[src/sv/mtp_pkg.sv]
package mtp_pkg;

  // Parser phase; the encoding doubles as the part code reported after an error
  typedef enum logic [2:0] {
    PH_TYPE = 3'd0,
    PH_SUB  = 3'd2,
    PH_SEMI = 3'd3,
    PH_NAME = 3'd4,
    PH_VAL  = 3'd6
  } phase_t;

  typedef enum logic [2:0] {
    PART_TYPE    = 3'd0,
    PART_SLASH   = 3'd1,
    PART_SUBTYPE = 3'd2,
    PART_SEMI    = 3'd3,
    PART_NAME    = 3'd4,
    PART_EQUALS  = 3'd5,
    PART_VALUE   = 3'd6
  } part_t;

  typedef enum logic [2:0] {
    ST_OK        = 3'd0,
    ST_NO_SLASH  = 3'd1,
    ST_TYPE_LONG = 3'd2,
    ST_SUB_LONG  = 3'd3,
    ST_NO_EQ     = 3'd4,
    ST_NAME_LONG = 3'd5,
    ST_EMPTY_VAL = 3'd6,
    ST_VAL_LONG  = 3'd7
  } status_t;

  typedef enum logic [2:0] {
    CLS_OTHER  = 3'd0,
    CLS_SLASH  = 3'd1,
    CLS_SEMI   = 3'd2,
    CLS_EQUALS = 3'd3,
    CLS_SPACE  = 3'd4
  } char_class_t;

  localparam logic [7:0] CHAR_SLASH   = 8'h2F;
  localparam logic [7:0] CHAR_SEMI    = 8'h3B;
  localparam logic [7:0] CHAR_EQUALS  = 8'h3D;
  localparam logic [7:0] CHAR_SPACE   = 8'h20;
  localparam logic [7:0] CHAR_UPPER_A = 8'h41;
  localparam logic [7:0] CHAR_UPPER_Z = 8'h5A;
  localparam logic [7:0] CASE_OFFSET  = 8'h20;

  localparam logic [7:0] MAX_PART_LEN_RST = 8'hFF;

  localparam int QUEUE_DEPTH = 2;
  localparam int QUEUE_PTR_W = (QUEUE_DEPTH > 1) ? $clog2(QUEUE_DEPTH) : 1;
  localparam int QUEUE_CNT_W = $clog2(QUEUE_DEPTH + 1);

  // Classified character handed from front to back
  typedef struct packed {
    logic [7:0]  byte_lo;
    logic        last;
    char_class_t cls;
  } char_item_t;

endpackage

[src/sv/mtp_if.sv]
interface mtp_in_if;
  logic       valid;
  logic       ready;
  logic [7:0] in_byte;
  logic       in_last;

  modport source (output valid, output in_byte, output in_last, input ready);
  modport sink (input valid, input in_byte, input in_last, output ready);
endinterface

interface mtp_out_if;
  logic       valid;
  logic       ready;
  logic [7:0] out_byte;
  logic       out_keep;
  logic [2:0] part_code;
  logic       done_res;
  logic [2:0] status;
  logic [7:0] type_length;
  logic [7:0] subtype_length;
  logic [7:0] name_length;
  logic [7:0] value_length;

  modport source (
    output valid, output out_byte, output out_keep, output part_code,
    output done_res, output status, output type_length, output subtype_length,
    output name_length, output value_length, input ready
  );
  modport sink (
    input valid, input out_byte, input out_keep, input part_code,
    input done_res, input status, input type_length, input subtype_length,
    input name_length, input value_length, output ready
  );
endinterface

[src/sv/mtp_front.sv]
module mtp_front (
  input  logic                clk,
  input  logic                rst,
  mtp_in_if.sink              byte_chan,
  output logic                cls_valid,
  output mtp_pkg::char_item_t cls_item,
  input  logic                cls_ready
);

  mtp_pkg::char_item_t item_next;
  logic                take;

  // Lowercase and classify the incoming character
  always_comb begin
    item_next.last = byte_chan.in_last;
    if (byte_chan.in_byte >= mtp_pkg::CHAR_UPPER_A &&
        byte_chan.in_byte <= mtp_pkg::CHAR_UPPER_Z) begin
      item_next.byte_lo = byte_chan.in_byte + mtp_pkg::CASE_OFFSET;
    end else begin
      item_next.byte_lo = byte_chan.in_byte;
    end
    priority if (byte_chan.in_byte == mtp_pkg::CHAR_SLASH) begin
      item_next.cls = mtp_pkg::CLS_SLASH;
    end else if (byte_chan.in_byte == mtp_pkg::CHAR_SEMI) begin
      item_next.cls = mtp_pkg::CLS_SEMI;
    end else if (byte_chan.in_byte == mtp_pkg::CHAR_EQUALS) begin
      item_next.cls = mtp_pkg::CLS_EQUALS;
    end else if (byte_chan.in_byte == mtp_pkg::CHAR_SPACE) begin
      item_next.cls = mtp_pkg::CLS_SPACE;
    end else begin
      item_next.cls = mtp_pkg::CLS_OTHER;
    end
  end

  // Accept whenever the stage is empty or drains this cycle
  assign byte_chan.ready = !cls_valid || cls_ready;
  assign take            = byte_chan.valid && byte_chan.ready;

  always_ff @(posedge clk) begin
    if (rst) begin
      cls_valid <= 1'b0;
    end else if (byte_chan.ready) begin
      cls_valid <= byte_chan.valid;
    end
  end

  // Hold payload until the next transfer
  always_ff @(posedge clk) begin
    if (take) begin
      cls_item <= item_next;
    end
  end

endmodule

[src/sv/mtp_queue.sv]
module mtp_queue (
  input  logic                clk,
  input  logic                rst,
  input  logic                push_valid,
  output logic                push_ready,
  input  mtp_pkg::char_item_t push_item,
  output logic                pop_valid,
  input  logic                pop_ready,
  output mtp_pkg::char_item_t pop_item
);

  mtp_pkg::char_item_t                  entries [mtp_pkg::QUEUE_DEPTH];
  logic [mtp_pkg::QUEUE_PTR_W-1:0]      wr_ptr;
  logic [mtp_pkg::QUEUE_PTR_W-1:0]      rd_ptr;
  logic [mtp_pkg::QUEUE_CNT_W-1:0]      count;
  logic                                 push;
  logic                                 pop;

  function automatic logic [mtp_pkg::QUEUE_PTR_W-1:0] ptr_inc(
    input logic [mtp_pkg::QUEUE_PTR_W-1:0] ptr
  );
    if (ptr == mtp_pkg::QUEUE_PTR_W'(mtp_pkg::QUEUE_DEPTH - 1)) begin
      return '0;
    end else begin
      return ptr + 1'b1;
    end
  endfunction

  assign push_ready = count != mtp_pkg::QUEUE_CNT_W'(mtp_pkg::QUEUE_DEPTH);
  assign pop_valid  = count != '0;
  assign push       = push_valid && push_ready;
  assign pop        = pop_valid && pop_ready;
  assign pop_item   = entries[rd_ptr];

  // Advance pointers and occupancy
  always_ff @(posedge clk) begin
    if (rst) begin
      wr_ptr <= '0;
      rd_ptr <= '0;
      count  <= '0;
    end else begin
      if (push) begin
        wr_ptr <= ptr_inc(wr_ptr);
      end
      if (pop) begin
        rd_ptr <= ptr_inc(rd_ptr);
      end
      if (push && !pop) begin
        count <= count + 1'b1;
      end else if (pop && !push) begin
        count <= count - 1'b1;
      end
    end
  end

  // Store the pushed entry
  always_ff @(posedge clk) begin
    if (push) begin
      entries[wr_ptr] <= push_item;
    end
  end

endmodule

[src/sv/mtp_back.sv]
module mtp_back (
  input  logic                clk,
  input  logic                rst,
  input  logic                q_valid,
  output logic                q_ready,
  input  mtp_pkg::char_item_t q_item,
  input  logic [7:0]          max_part_len,
  mtp_out_if.source           result_chan
);

  mtp_pkg::phase_t  phase;
  mtp_pkg::phase_t  phase_next;
  mtp_pkg::status_t error_code;
  mtp_pkg::status_t error_code_next;
  logic [7:0]       type_count;
  logic [7:0]       type_count_next;
  logic [7:0]       subtype_count;
  logic [7:0]       subtype_count_next;
  logic [7:0]       name_count;
  logic [7:0]       name_count_next;
  logic [7:0]       value_count;
  logic [7:0]       value_count_next;
  mtp_pkg::part_t   code;
  mtp_pkg::status_t status_fin;
  logic             keep;
  logic             pop;

  // Take a new character when the result register is free or drains
  assign q_ready = !result_chan.valid || result_chan.ready;
  assign pop     = q_valid && q_ready;

  // Phase transition and part counting for one character
  always_comb begin
    phase_next         = phase;
    error_code_next    = error_code;
    type_count_next    = type_count;
    subtype_count_next = subtype_count;
    name_count_next    = name_count;
    value_count_next   = value_count;
    code               = mtp_pkg::part_t'(phase);
    keep               = 1'b0;
    status_fin         = mtp_pkg::ST_OK;

    if (error_code == mtp_pkg::ST_OK) begin
      unique case (phase)
        mtp_pkg::PH_TYPE: begin
          if (q_item.cls == mtp_pkg::CLS_SLASH) begin
            code       = mtp_pkg::PART_SLASH;
            keep       = 1'b1;
            phase_next = mtp_pkg::PH_SUB;
          end else if (type_count >= max_part_len) begin
            error_code_next = mtp_pkg::ST_TYPE_LONG;
          end else begin
            type_count_next = type_count + 1'b1;
            keep            = 1'b1;
          end
        end
        mtp_pkg::PH_SUB: begin
          if (q_item.cls == mtp_pkg::CLS_SEMI) begin
            code       = mtp_pkg::PART_SEMI;
            keep       = 1'b1;
            phase_next = mtp_pkg::PH_SEMI;
          end else if (subtype_count >= max_part_len) begin
            error_code_next = mtp_pkg::ST_SUB_LONG;
          end else begin
            subtype_count_next = subtype_count + 1'b1;
            keep               = 1'b1;
          end
        end
        mtp_pkg::PH_SEMI, mtp_pkg::PH_NAME: begin
          if (phase == mtp_pkg::PH_SEMI && q_item.cls == mtp_pkg::CLS_SPACE) begin
            // drop the single space after the semicolon
            code       = mtp_pkg::PART_SEMI;
            phase_next = mtp_pkg::PH_NAME;
          end else if (q_item.cls == mtp_pkg::CLS_EQUALS) begin
            code       = mtp_pkg::PART_EQUALS;
            keep       = 1'b1;
            phase_next = mtp_pkg::PH_VAL;
          end else begin
            code       = mtp_pkg::PART_NAME;
            phase_next = mtp_pkg::PH_NAME;
            if (name_count >= max_part_len) begin
              error_code_next = mtp_pkg::ST_NAME_LONG;
            end else begin
              name_count_next = name_count + 1'b1;
              keep            = 1'b1;
            end
          end
        end
        default: begin
          code = mtp_pkg::PART_VALUE;
          if (value_count >= max_part_len) begin
            error_code_next = mtp_pkg::ST_VAL_LONG;
          end else begin
            value_count_next = value_count + 1'b1;
            keep             = 1'b1;
          end
        end
      endcase
    end

    // Final status on the last character; an earlier error wins
    status_fin = error_code_next;
    if (error_code_next == mtp_pkg::ST_OK) begin
      priority if (phase_next == mtp_pkg::PH_TYPE) begin
        status_fin = mtp_pkg::ST_NO_SLASH;
      end else if (phase_next == mtp_pkg::PH_SEMI || phase_next == mtp_pkg::PH_NAME) begin
        status_fin = mtp_pkg::ST_NO_EQ;
      end else if (phase_next == mtp_pkg::PH_VAL && value_count_next == '0) begin
        status_fin = mtp_pkg::ST_EMPTY_VAL;
      end else begin
        status_fin = mtp_pkg::ST_OK;
      end
    end
  end

  // Parser state; clear after the last character of a string
  always_ff @(posedge clk) begin
    if (rst) begin
      phase         <= mtp_pkg::PH_TYPE;
      error_code    <= mtp_pkg::ST_OK;
      type_count    <= '0;
      subtype_count <= '0;
      name_count    <= '0;
      value_count   <= '0;
    end else if (pop) begin
      if (q_item.last) begin
        phase         <= mtp_pkg::PH_TYPE;
        error_code    <= mtp_pkg::ST_OK;
        type_count    <= '0;
        subtype_count <= '0;
        name_count    <= '0;
        value_count   <= '0;
      end else begin
        phase         <= phase_next;
        error_code    <= error_code_next;
        type_count    <= type_count_next;
        subtype_count <= subtype_count_next;
        name_count    <= name_count_next;
        value_count   <= value_count_next;
      end
    end
  end

  // Result valid flag
  always_ff @(posedge clk) begin
    if (rst) begin
      result_chan.valid <= 1'b0;
    end else if (q_ready) begin
      result_chan.valid <= q_valid;
    end
  end

  // Result payload; status and lengths only on the last character
  always_ff @(posedge clk) begin
    if (pop) begin
      result_chan.out_byte  <= q_item.byte_lo;
      result_chan.out_keep  <= keep;
      result_chan.part_code <= code;
      result_chan.done_res  <= q_item.last;
      if (q_item.last) begin
        result_chan.status         <= status_fin;
        result_chan.type_length    <= type_count_next;
        result_chan.subtype_length <= subtype_count_next;
        result_chan.name_length    <= name_count_next;
        result_chan.value_length   <= value_count_next;
      end else begin
        result_chan.status         <= mtp_pkg::ST_OK;
        result_chan.type_length    <= '0;
        result_chan.subtype_length <= '0;
        result_chan.name_length    <= '0;
        result_chan.value_length   <= '0;
      end
    end
  end

endmodule

[src/sv/media_type_parser.sv]
// Path: classify register, then the parse/result register behind a two-entry queue.
// Throughput: one character per cycle unless the result channel stalls; the parser's
//   phase and counters update with each character popped from the queue.
// Reset: synchronous, active high; clears parser state, queue and valid flags, and
//   sets max_part_len to 255. No clearing pass; input is taken the cycle after reset.
module media_type_parser (
  input  logic       clk,
  input  logic       rst,
  input  logic       cfg_wr_en,
  input  logic [7:0] cfg_wr_data,
  mtp_in_if.sink     byte_chan,
  mtp_out_if.source  result_chan
);

  logic [7:0]          max_part_len_q;
  logic                cls_valid;
  logic                cls_ready;
  mtp_pkg::char_item_t cls_item;
  logic                q_valid;
  logic                q_ready;
  mtp_pkg::char_item_t q_item;

  // Limit register
  always_ff @(posedge clk) begin
    if (rst) begin
      max_part_len_q <= mtp_pkg::MAX_PART_LEN_RST;
    end else if (cfg_wr_en) begin
      max_part_len_q <= cfg_wr_data;
    end
  end

  mtp_front u_front (
    .clk       (clk),
    .rst       (rst),
    .byte_chan (byte_chan),
    .cls_valid (cls_valid),
    .cls_item  (cls_item),
    .cls_ready (cls_ready)
  );

  mtp_queue u_queue (
    .clk        (clk),
    .rst        (rst),
    .push_valid (cls_valid),
    .push_ready (cls_ready),
    .push_item  (cls_item),
    .pop_valid  (q_valid),
    .pop_ready  (q_ready),
    .pop_item   (q_item)
  );

  mtp_back u_back (
    .clk          (clk),
    .rst          (rst),
    .q_valid      (q_valid),
    .q_ready      (q_ready),
    .q_item       (q_item),
    .max_part_len (max_part_len_q),
    .result_chan  (result_chan)
  );

endmodule

[src/flat_wrapper.sv]
// flat-port wrapper written by rule: the top's interface ports become plain ports
module media_type_parser_flat 
  (clk, rst, cfg_wr_en, cfg_wr_data, byte_chan_valid, byte_chan_in_byte, byte_chan_in_last, byte_chan_ready, result_chan_valid, result_chan_out_byte, result_chan_out_keep, result_chan_part_code, result_chan_done_res, result_chan_status, result_chan_type_length, result_chan_subtype_length, result_chan_name_length, result_chan_value_length, result_chan_ready);
  mtp_in_if byte_chan_i ();
  mtp_out_if result_chan_i ();
  input  logic clk;
  input  logic rst;
  input  logic cfg_wr_en;
  input  logic [7:0] cfg_wr_data;
  input wire logic [$bits(byte_chan_i.valid)-1:0] byte_chan_valid;
  input wire logic [$bits(byte_chan_i.in_byte)-1:0] byte_chan_in_byte;
  input wire logic [$bits(byte_chan_i.in_last)-1:0] byte_chan_in_last;
  output wire logic [$bits(byte_chan_i.ready)-1:0] byte_chan_ready;
  output wire logic [$bits(result_chan_i.valid)-1:0] result_chan_valid;
  output wire logic [$bits(result_chan_i.out_byte)-1:0] result_chan_out_byte;
  output wire logic [$bits(result_chan_i.out_keep)-1:0] result_chan_out_keep;
  output wire logic [$bits(result_chan_i.part_code)-1:0] result_chan_part_code;
  output wire logic [$bits(result_chan_i.done_res)-1:0] result_chan_done_res;
  output wire logic [$bits(result_chan_i.status)-1:0] result_chan_status;
  output wire logic [$bits(result_chan_i.type_length)-1:0] result_chan_type_length;
  output wire logic [$bits(result_chan_i.subtype_length)-1:0] result_chan_subtype_length;
  output wire logic [$bits(result_chan_i.name_length)-1:0] result_chan_name_length;
  output wire logic [$bits(result_chan_i.value_length)-1:0] result_chan_value_length;
  input wire logic [$bits(result_chan_i.ready)-1:0] result_chan_ready;
  assign byte_chan_i.valid = byte_chan_valid;
  assign byte_chan_i.in_byte = byte_chan_in_byte;
  assign byte_chan_i.in_last = byte_chan_in_last;
  assign byte_chan_ready = byte_chan_i.ready;
  assign result_chan_valid = result_chan_i.valid;
  assign result_chan_out_byte = result_chan_i.out_byte;
  assign result_chan_out_keep = result_chan_i.out_keep;
  assign result_chan_part_code = result_chan_i.part_code;
  assign result_chan_done_res = result_chan_i.done_res;
  assign result_chan_status = result_chan_i.status;
  assign result_chan_type_length = result_chan_i.type_length;
  assign result_chan_subtype_length = result_chan_i.subtype_length;
  assign result_chan_name_length = result_chan_i.name_length;
  assign result_chan_value_length = result_chan_i.value_length;
  assign result_chan_i.ready = result_chan_ready;
  media_type_parser u_core (.clk(clk), .rst(rst), .cfg_wr_en(cfg_wr_en), .cfg_wr_data(cfg_wr_data), .byte_chan(byte_chan_i), .result_chan(result_chan_i));
endmodule
[config.mk]
export PLATFORM = sky130hd
export DESIGN_NAME = media_type_parser_flat
export DESIGN_NICKNAME = d
export VERILOG_FILES = /design/src/sv/mtp_pkg.sv /design/src/sv/mtp_if.sv /design/src/sv/mtp_front.sv /design/src/sv/mtp_queue.sv /design/src/sv/mtp_back.sv /design/src/sv/media_type_parser.sv /design/src/flat_wrapper.sv
export SDC_FILE = /design/constraint.sdc
export NUM_CORES = 1
export LEC_CHECK = 0
export BUFFER_PORTS_ARGS = -buffer_cell sky130_fd_sc_hd__buf_2
export CORE_MARGIN = 2
export CORE_UTILIZATION = 27
export CTS_CLUSTER_SIZE = 12
export DETAILED_ROUTE_END_ITERATION = 10
export MAX_ROUTING_LAYER = met4
export SYNTH_ARGS = -nofsm -noshare
export SYNTH_HDL_FRONTEND = slang
export SYNTH_SLANG_ARGS = --single-unit
[constraint.sdc]
create_clock -name clk -period 3.5 [get_ports clk]
set_input_delay 0.35 -clock clk [delete_from_list [all_inputs] [get_ports clk]]
set_output_delay 0.35 -clock clk [all_outputs]
set_load 0.1 [all_outputs]
# Word level (Yosys, flattened, before mapping)
# Memory sizes are Yosys's and may differ from the RTL's. A register that Yosys moved wholly into a read port is not among the register bits.
# Cells that the tools add are included.
[classes]
add_sub_neg = 9
n_mul = 0
div = 0
magnitude_cmp = 6
n_eq_ne = 15
shifts = 0
mux = 68
bitwise = 0
n_reduce_logical = 25
[ops]
columns = ["cell", "n"]
rows = [
  ["2-to-1 mux 8 bit", 21],
  ["2-to-1 mux 3 bit", 22],
  ["adder 8 x 1 -> 8 bit (second input constant)", 4],
  ["== test 8 x 6 -> 1 bit (second input constant)", 4],
  [">= comparator 8 bit", 4],
  ["one-hot mux 3 bit (3 select lines)", 3],
  ["== test 3 x 2 -> 1 bit (second input constant)", 5],
  ["2-to-1 mux 1 bit", 15],
  ["== test 3 bit (second input constant)", 4],
  ["logical NOT 3 bit", 4],
  ["2-to-1 mux 2 bit", 6],
  ["adder 8 x 6 -> 8 bit (second input constant)", 1],
  [">= comparator 8 x 7 -> 1 bit (second input constant)", 1],
  ["less-or-equal comparator 8 x 7 -> 1 bit (second input constant)", 1],
  ["logical AND 1 bit", 8],
  ["logical NOT 8 bit", 1],
  ["logical NOT 1 bit", 4],
  ["nonzero test 2 bit", 2],
  ["OR reduction 4 bit", 1],
  ["== test 3 x 1 -> 1 bit (second input constant)", 1],
  ["logical OR 1 bit", 3],
  ["one-hot mux 1 bit (3 select lines)", 1],
  ["OR reduction 3 bit", 1],
  ["adder 1 bit (second input constant)", 2],
  ["other kinds (4)", 4],
]
[totals]
ff_bits = 112
latch_bits = 0
ramBits = 24
mem_bits_ro = 0
inputBits = 22
wordCells = 149
n_memories = 1
[memory_table]
columns = ["memory", "words", "word_bits", "read_ports", "rd_ports_with_merged_regs", "write_ports", "line_no", "text"]
rows = [
  ["u_core.u_queue.entries", 2, 12, 1, 1, 1, "mtp_queue.sv:12", "mtp_pkg::char_item_t entries [mtp_pkg::QUEUE_DEPTH];"],
]

# Depth between registers and ports, before layout
[logic_depth]
depth_word = 11
depth_mapped = 12
mapped_depth_nobuf = 10

# By module
# From an unflattened synthesis, not the netlist that was laid out.
[unflattened]
hier_cells = 695
area_unflattened_um2 = 7125.6
[modules_own_cells]
columns = ["module", "n_inst", "cells_each", "area_each_um2"]
rows = [
  ["mtp_back", 1, 571, 5200.0],
  ["mtp_queue", 1, 61, 1083.5],
  ["mtp_front", 1, 37, 539.3],
  ["media_type_parser", 1, 26, 302.8],
]

# Worst setup path after synthesis
# No wires, ideal clock.
[synth_timing]
path_kind = "flip-flop to flip-flop"
start = "reg u_core.u_back.result_chan.valid"
end = "reg u_core.u_back.type_count[1]"
setup_time_ns = 0.128
arrival_time_ns = 3.284
slack_ns = 0.089
path_stages_with_launch = 8
n_path_buf = 1
period_less_slack_ns = 3.411
cell_sequence = "dfxtp_1 > nand2b_1 > o21ai_0 > inv_1 > clkbuf_1 > o21ai_0 > a32oi_1 > nor2_1"
[synth_between]
elab_chain_cells = 3
[synth_lines]
columns = ["element", "line_no", "text"]
rows = [
  ["start, declared", "mtp_if.sv:25", "output valid, output out_byte, output out_keep, output part_code,"],
  ["start signal, assigned", "mtp_back.sv:150", "result_chan.valid <= q_valid;"],
  ["logical NOT 1 bit", "mtp_back.sv:29", "assign q_ready = !result_chan.valid || result_chan.ready;"],
  ["logical OR 1 bit", "mtp_back.sv:29", ""],
  ["logical AND 1 bit", "mtp_back.sv:30", "assign pop = q_valid && q_ready;"],
  ["net u_core.u_back.pop", "mtp_back.sv:26", "logic pop;"],
  ["end signal, assigned", "mtp_back.sv:137", "type_count <= type_count_next;"],
  ["end, declared", "mtp_back.sv:15", "logic [7:0] type_count;"],
]
# The timed path passes the listed nets, and every way through them passes these cells.
# A chain may end at the register's enable or synchronous reset.

# Worst setup path in the final report
[layout_timing]
start = "reg u_core.u_back.value_count[0]"
end = "reg u_core.u_back.result_chan.status[2], data pin"
[layout_between]
elab_chain_cells = 10
elab_cells_between_ends = 15
[layout_lines]
columns = ["element", "line_no", "text"]
rows = [
  ["start, declared", "mtp_back.sv:21", "logic [7:0] value_count;"],
  ["start signal, assigned", "mtp_back.sv:140", "value_count <= value_count_next;"],
  ["adder 8 x 1 -> 8 bit / >= comparator 8 bit (equally long branches)", "mtp_back.sv:95, mtp_back.sv:92", ""],
  ["2-to-1 mux 8 bit", "mtp_back.sv:92", "if (value_count >= max_part_len) begin"],
  ["2-to-1 mux 8 bit", "mtp_back.sv:45", "unique case (phase)"],
  ["2-to-1 mux 8 bit", "mtp_back.sv:44", "if (error_code == mtp_pkg::ST_OK) begin"],
  ["logical NOT 8 bit", "mtp_back.sv:109", "end else if (phase_next == mtp_pkg::PH_VAL && value_count_next == '0) begin"],
  ["logical AND 1 bit", "mtp_back.sv:109", ""],
  ["2-to-1 mux 3 bit", "mtp_back.sv:109", ""],
  ["2-to-1 mux 3 bit", "mtp_back.sv:107", "end else if (phase_next == mtp_pkg::PH_SEMI || phase_next == mtp_pkg::PH_NAME) begin"],
  ["2-to-1 mux 3 bit", "mtp_back.sv:105", "priority if (phase_next == mtp_pkg::PH_TYPE) begin"],
  ["2-to-1 mux 3 bit (*)", "mtp_back.sv:104", "if (error_code_next == mtp_pkg::ST_OK) begin"],
  ["end signal, assigned", "mtp_back.sv:162", "result_chan.status <= status_fin;"],
  ["end signal, assigned", "mtp_back.sv:168", "result_chan.status <= mtp_pkg::ST_OK;"],
  ["end, declared", "mtp_if.sv:26", "output done_res, output status, output type_length, output subtype_length,"],
]
# Every way passes the cells marked *; elsewhere a longest branch is shown, timed or not.

==> impl_metrics.sql <==
INSERT INTO impl_metrics (metric_group, metric, value, unit) VALUES
('outcome', 'outcome', 'complete, no violations', ''),
('placed_design', 'placed_wire_length_estimate_after_detailed_placement', '11000', 'um'),
('critical_path', 'critPathMaxStageDelay', '0.50', 'ns'),
('timing', 'max_freq', '309', 'MHz'),
('grt', 'first_global_vias', '4806', ''),
('detailed_routing', 'final_antenna_net_count', '0', ''),
('critical_path', 'critPathRequiredTime', '3.67', 'ns'),
('placed_design', 'io_buffers', '71', ''),
('synthesis', 'syn-cell-area', '6890', 'sq um'),
('synthesis', 'synth_top_flop_cell', 'edfxtp_1', ''),
('timing', 'fin_crit', '3.23', 'ns'),
('timing', 'hold_viol', '0', ''),
('critical_path', 'timing.critical_path.arrival', '3.40', 'ns'),
('timing', 'rsz0062_at_grt', 'false', ''),
('floorplanning', 'boundaryPins', '72', ''),
('hold_path', 'hold_class', 'in -> reg', ''),
('critical_path', 'setup.worst_path.end_class', 'flip-flop', ''),
('cts', 'max-clock-path-buffers', '2', ''),
('cts', 'numCtsBuffers', '17', ''),
('cts', 'clk-insertion-delay-late', '0.42', 'ns'),
('critical_path', 'worst-path-max-fanout', '13', ''),
('placed_design', 'numPlacedInstances', '1036', ''),
('grt', 'first_pass_grt_wire_length', '25700', 'um'),
('timing', 'worst_clock_skew', '0.0105', 'ns'),
('timing', 'setup_viol', '0', ''),
('grt', 'grt_antenna_before_repair', '0', ''),
('timing', 'final_max_slew_viol_count', '0', ''),
('synthesis', 'syn-instance-count', '653', ''),
('detailed_routing', 'drt-pass1-iter-count', '6', ''),
('synthesis', 'synth_edf_count', '84', ''),
('finish', 'drive_above_1_share', '19.9', '%'),
('pwr', 'proportion_of_total_power_due_to_net_switching', '46.4', '%'),
('pwr', 'intPower', '0.00342', 'W'),
('pwr', 'clockPowerShare', '27.3', '%'),
('pwr', 'total_leakage_power', '3.19', 'nW'),
('run', 'maxCapViolations', '0', ''),
('synthesis', 'yosysUniqueCellTypes', '70', ''),
('cts', 'hold_buffer_count_at_cts', '0', ''),
('critical_path', 'critical_path.n_buffers_inverters', '2', ''),
('finish', 'final_nets', '785', ''),
('detailed_routing', 'drc', '0', ''),
('floorplanning', 'die-height', '164', 'um'),
('finish', 'diodes', '0', ''),
('cts', 'clock_sink_count', '137', ''),
('critical_path', 'timing.critical_path.cells', 'inv_1, ha_1, nand2b_1, a2111oi_0, o31ai_1, buf_4, nor3_1, xnor2_1, and4_1, a21o_1, a32o_1', ''),
('timing', 'finalWorstSetupSlack', '0.267', 'ns'),
('synthesis', 'yosys_warnings', '0', ''),
('timing', 'fin_crit_sh', '92.4', '%'),
('synthesis', 'ys_seq_area_share', '52.0', '%'),
('pwr', 'share_comb_of_total_power', '38.1', '%'),
('detailed_routing', 'detail_route.iter0.violations', '396', ''),
('floorplanning', 'floorplan.die.width', '164', 'um'),
('synthesis', 'cell_taking_the_most_area_after_synthesis', 'edfxtp_1', ''),
('pwr', 'switching_power', '0.00295', 'W'),
('grt', 'overflow', '0', ''),
('cts', 'cts_setup_buffers', '0', ''),
('pwr', 'irDropWorstVdd', '0.392', 'mV'),
('placed_design', 'place_worst_setup_slack', '0.345', 'ns'),
('grt', 'grt_start_max_net_pins', '62', ''),
('floorplanning', 'floorplan.die_area', '26800', 'sq um'),
('pwr', 'seq_power_share', '34.6', '%'),
('floorplanning', 'row_count', '58', ''),
('synthesis', 'synth_seq_cells', '137', ''),
('detailed_routing', 'postRouteWirelength', '16100', 'um'),
('grt', 'grt_use_total', '12.6', '%'),
('finish', 'layoutNonFillerInstCount', '1068', ''),
('synthesis', 'avgSynthCellArea', '10.5', 'sq um'),
('finish', 'area_added_between_synthesis_and_finish', '19.6', '%'),
('synthesis', 'synth_top_area_share', '36.6', '%'),
('floorplanning', 'initial_core_util', '27.4', '%'),
('placed_design', 'globalplace.congestion', '0.839', '');
==> worst paths after layout <==
kind | start | to | cells after the start | slack [ns]
setup / recovery | u_core.u_back.value_count[0] | u_core.u_back.result_chan.status[2] | 11 | 0.27
hold / removal | byte_chan_in_last | u_core.u_front.cls_item[3] | 1 | 0.13
setup reg to reg | u_core.u_back.value_count[0] | u_core.u_back.result_chan.status[2] | 11 | 0.27
hold reg to reg | u_core.u_front.cls_item[0] | u_core.u_queue.entries[1][0] | 0 | 0.44
==> kinds of logic after synthesis <==
group	after synthesis	share of synthesized area [%]
and+or+nand+nor	227	17.3
AOI/OAI and AO/OA	141	13.5
DFF	137	52.0
buffers and inverters	59	3.40
adders and majority gates	38	6.90
xor gates and xnor gates	35	4.45
muxes	16	2.47
==> per-layer routing <==
metal | wire length (um) | GRT usage (%) | vias to the layer above
met1 | 7720 | 16.5 | 2412
li1 | - | - | 2554
met3 | 737 | 2.55 | 14
met5 | 0 | - | -
met4 | 216 | 4.31 | 0
met2 | 7400 | 19.5 | 146
==> synthesized netlist by cell type (7+ instances only) <==
cell      instances
inv_1            25
clkbuf_1         25
edfxtp_1         84
nand2_1          50
a21o_1            7
nand3_1          16
nor2_1           75
and3_1            7
o21ai_0          30
a21oi_1          41
ha_1             38
dfxtp_1          53
or3_1            10
mux2i_1           8
xor2_1           17
nor3_1           12
mux2_2            8
nand4_1           8
o211ai_1          8
xnor2_1          18
==> metrics by stage <==
step,power (W),utilization (%),instance area [sq um],hold slack (ns)
6_report,0.00637,32.8,8240,0.129
5_1_grt,0.00665,32.8,8240,0.115
4_1_cts,0.00645,32.8,8240,0.120
3_5_place_dp,0.00469,30.5,7660,0.434
3_3_place_gp,0.00468,30.5,7660,0.425
2_1_floorplan,0.00419,-,6890,0.421
==> registers in the layout, indices dropped and copies added, names as in the netlist, 3 cells and up, named ones only <==
signal and flops:
u_core.u_back.result_chan.status 3, u_core.u_back.error_code 3, u_core.max_part_len_q 8, u_core.u_back.result_chan.value_length 8, u_core.u_back.result_chan.out_byte 8, u_core.u_back.subtype_count 8
u_core.u_back.type_count 8, u_core.u_queue.entries 24, u_core.u_front.cls_item 12, u_core.u_back.result_chan.name_length 8, u_core.u_back.value_count 8, u_core.u_back.result_chan.type_length 8
u_core.u_back.result_chan.part_code 3, u_core.u_back.name_count 8, u_core.u_back.result_chan.subtype_length 8, u_core.u_back.phase 3
==> cells in the final DEF, fill, tap and decap left out, types with 5 or more instances in the layout <==
| cell type | count |
|---|---|
| mux2_2 | 8 |
| and4_1 | 6 |
| inv_1 | 24 |
| buf_2 | 71 |
| o211ai_1 | 8 |
| nand4_1 | 8 |
| edfxtp_1 | 84 |
| a21o_1 | 7 |
| a21oi_1 | 41 |
| ha_1 | 38 |
| xor2_1 | 17 |
| nand3_1 | 16 |
| buf_4 | 15 |
| clkbuf_16 | 17 |
| and2_1 | 5 |
| a22oi_1 | 5 |
| or3_1 | 10 |
| o21ai_0 | 29 |
| nand2b_1 | 5 |
| nand2_1 | 50 |
| inv_6 | 7 |
| mux2i_1 | 7 |
| dfxtp_1 | 53 |
| and3_1 | 7 |
| nor3_1 | 12 |
| a32o_1 | 5 |
| nor2_1 | 75 |
| xnor2_1 | 18 |
| a31oi_1 | 6 |
==> cell type report <==
class,instances,area [sq um]
clock buffers,17,425
clock inverters,15,150
fillers,2590,16900
inverters,25,93.8
multi-input cells,457,3080
flip-flops and latches,137,3580
well taps,330,413
repair buffers,87,488
==> power groups by stage <==
stage | Sequential [W] | Clock [W] | Combinational (W)
4_1_cts | 0.00221 | 0.00178 | 0.00246
6_report | 0.00220 | 0.00174 | 0.00243
2_1_floorplan | 0.00356 | 0 | 0.000622
3_5_place_dp | 0.00224 | 0 | 0.00245
5_1_grt | 0.00224 | 0.00185 | 0.00256
3_3_place_gp | 0.00225 | 0 | 0.00244
Note: power is estimated with default switching activity, not from simulation.
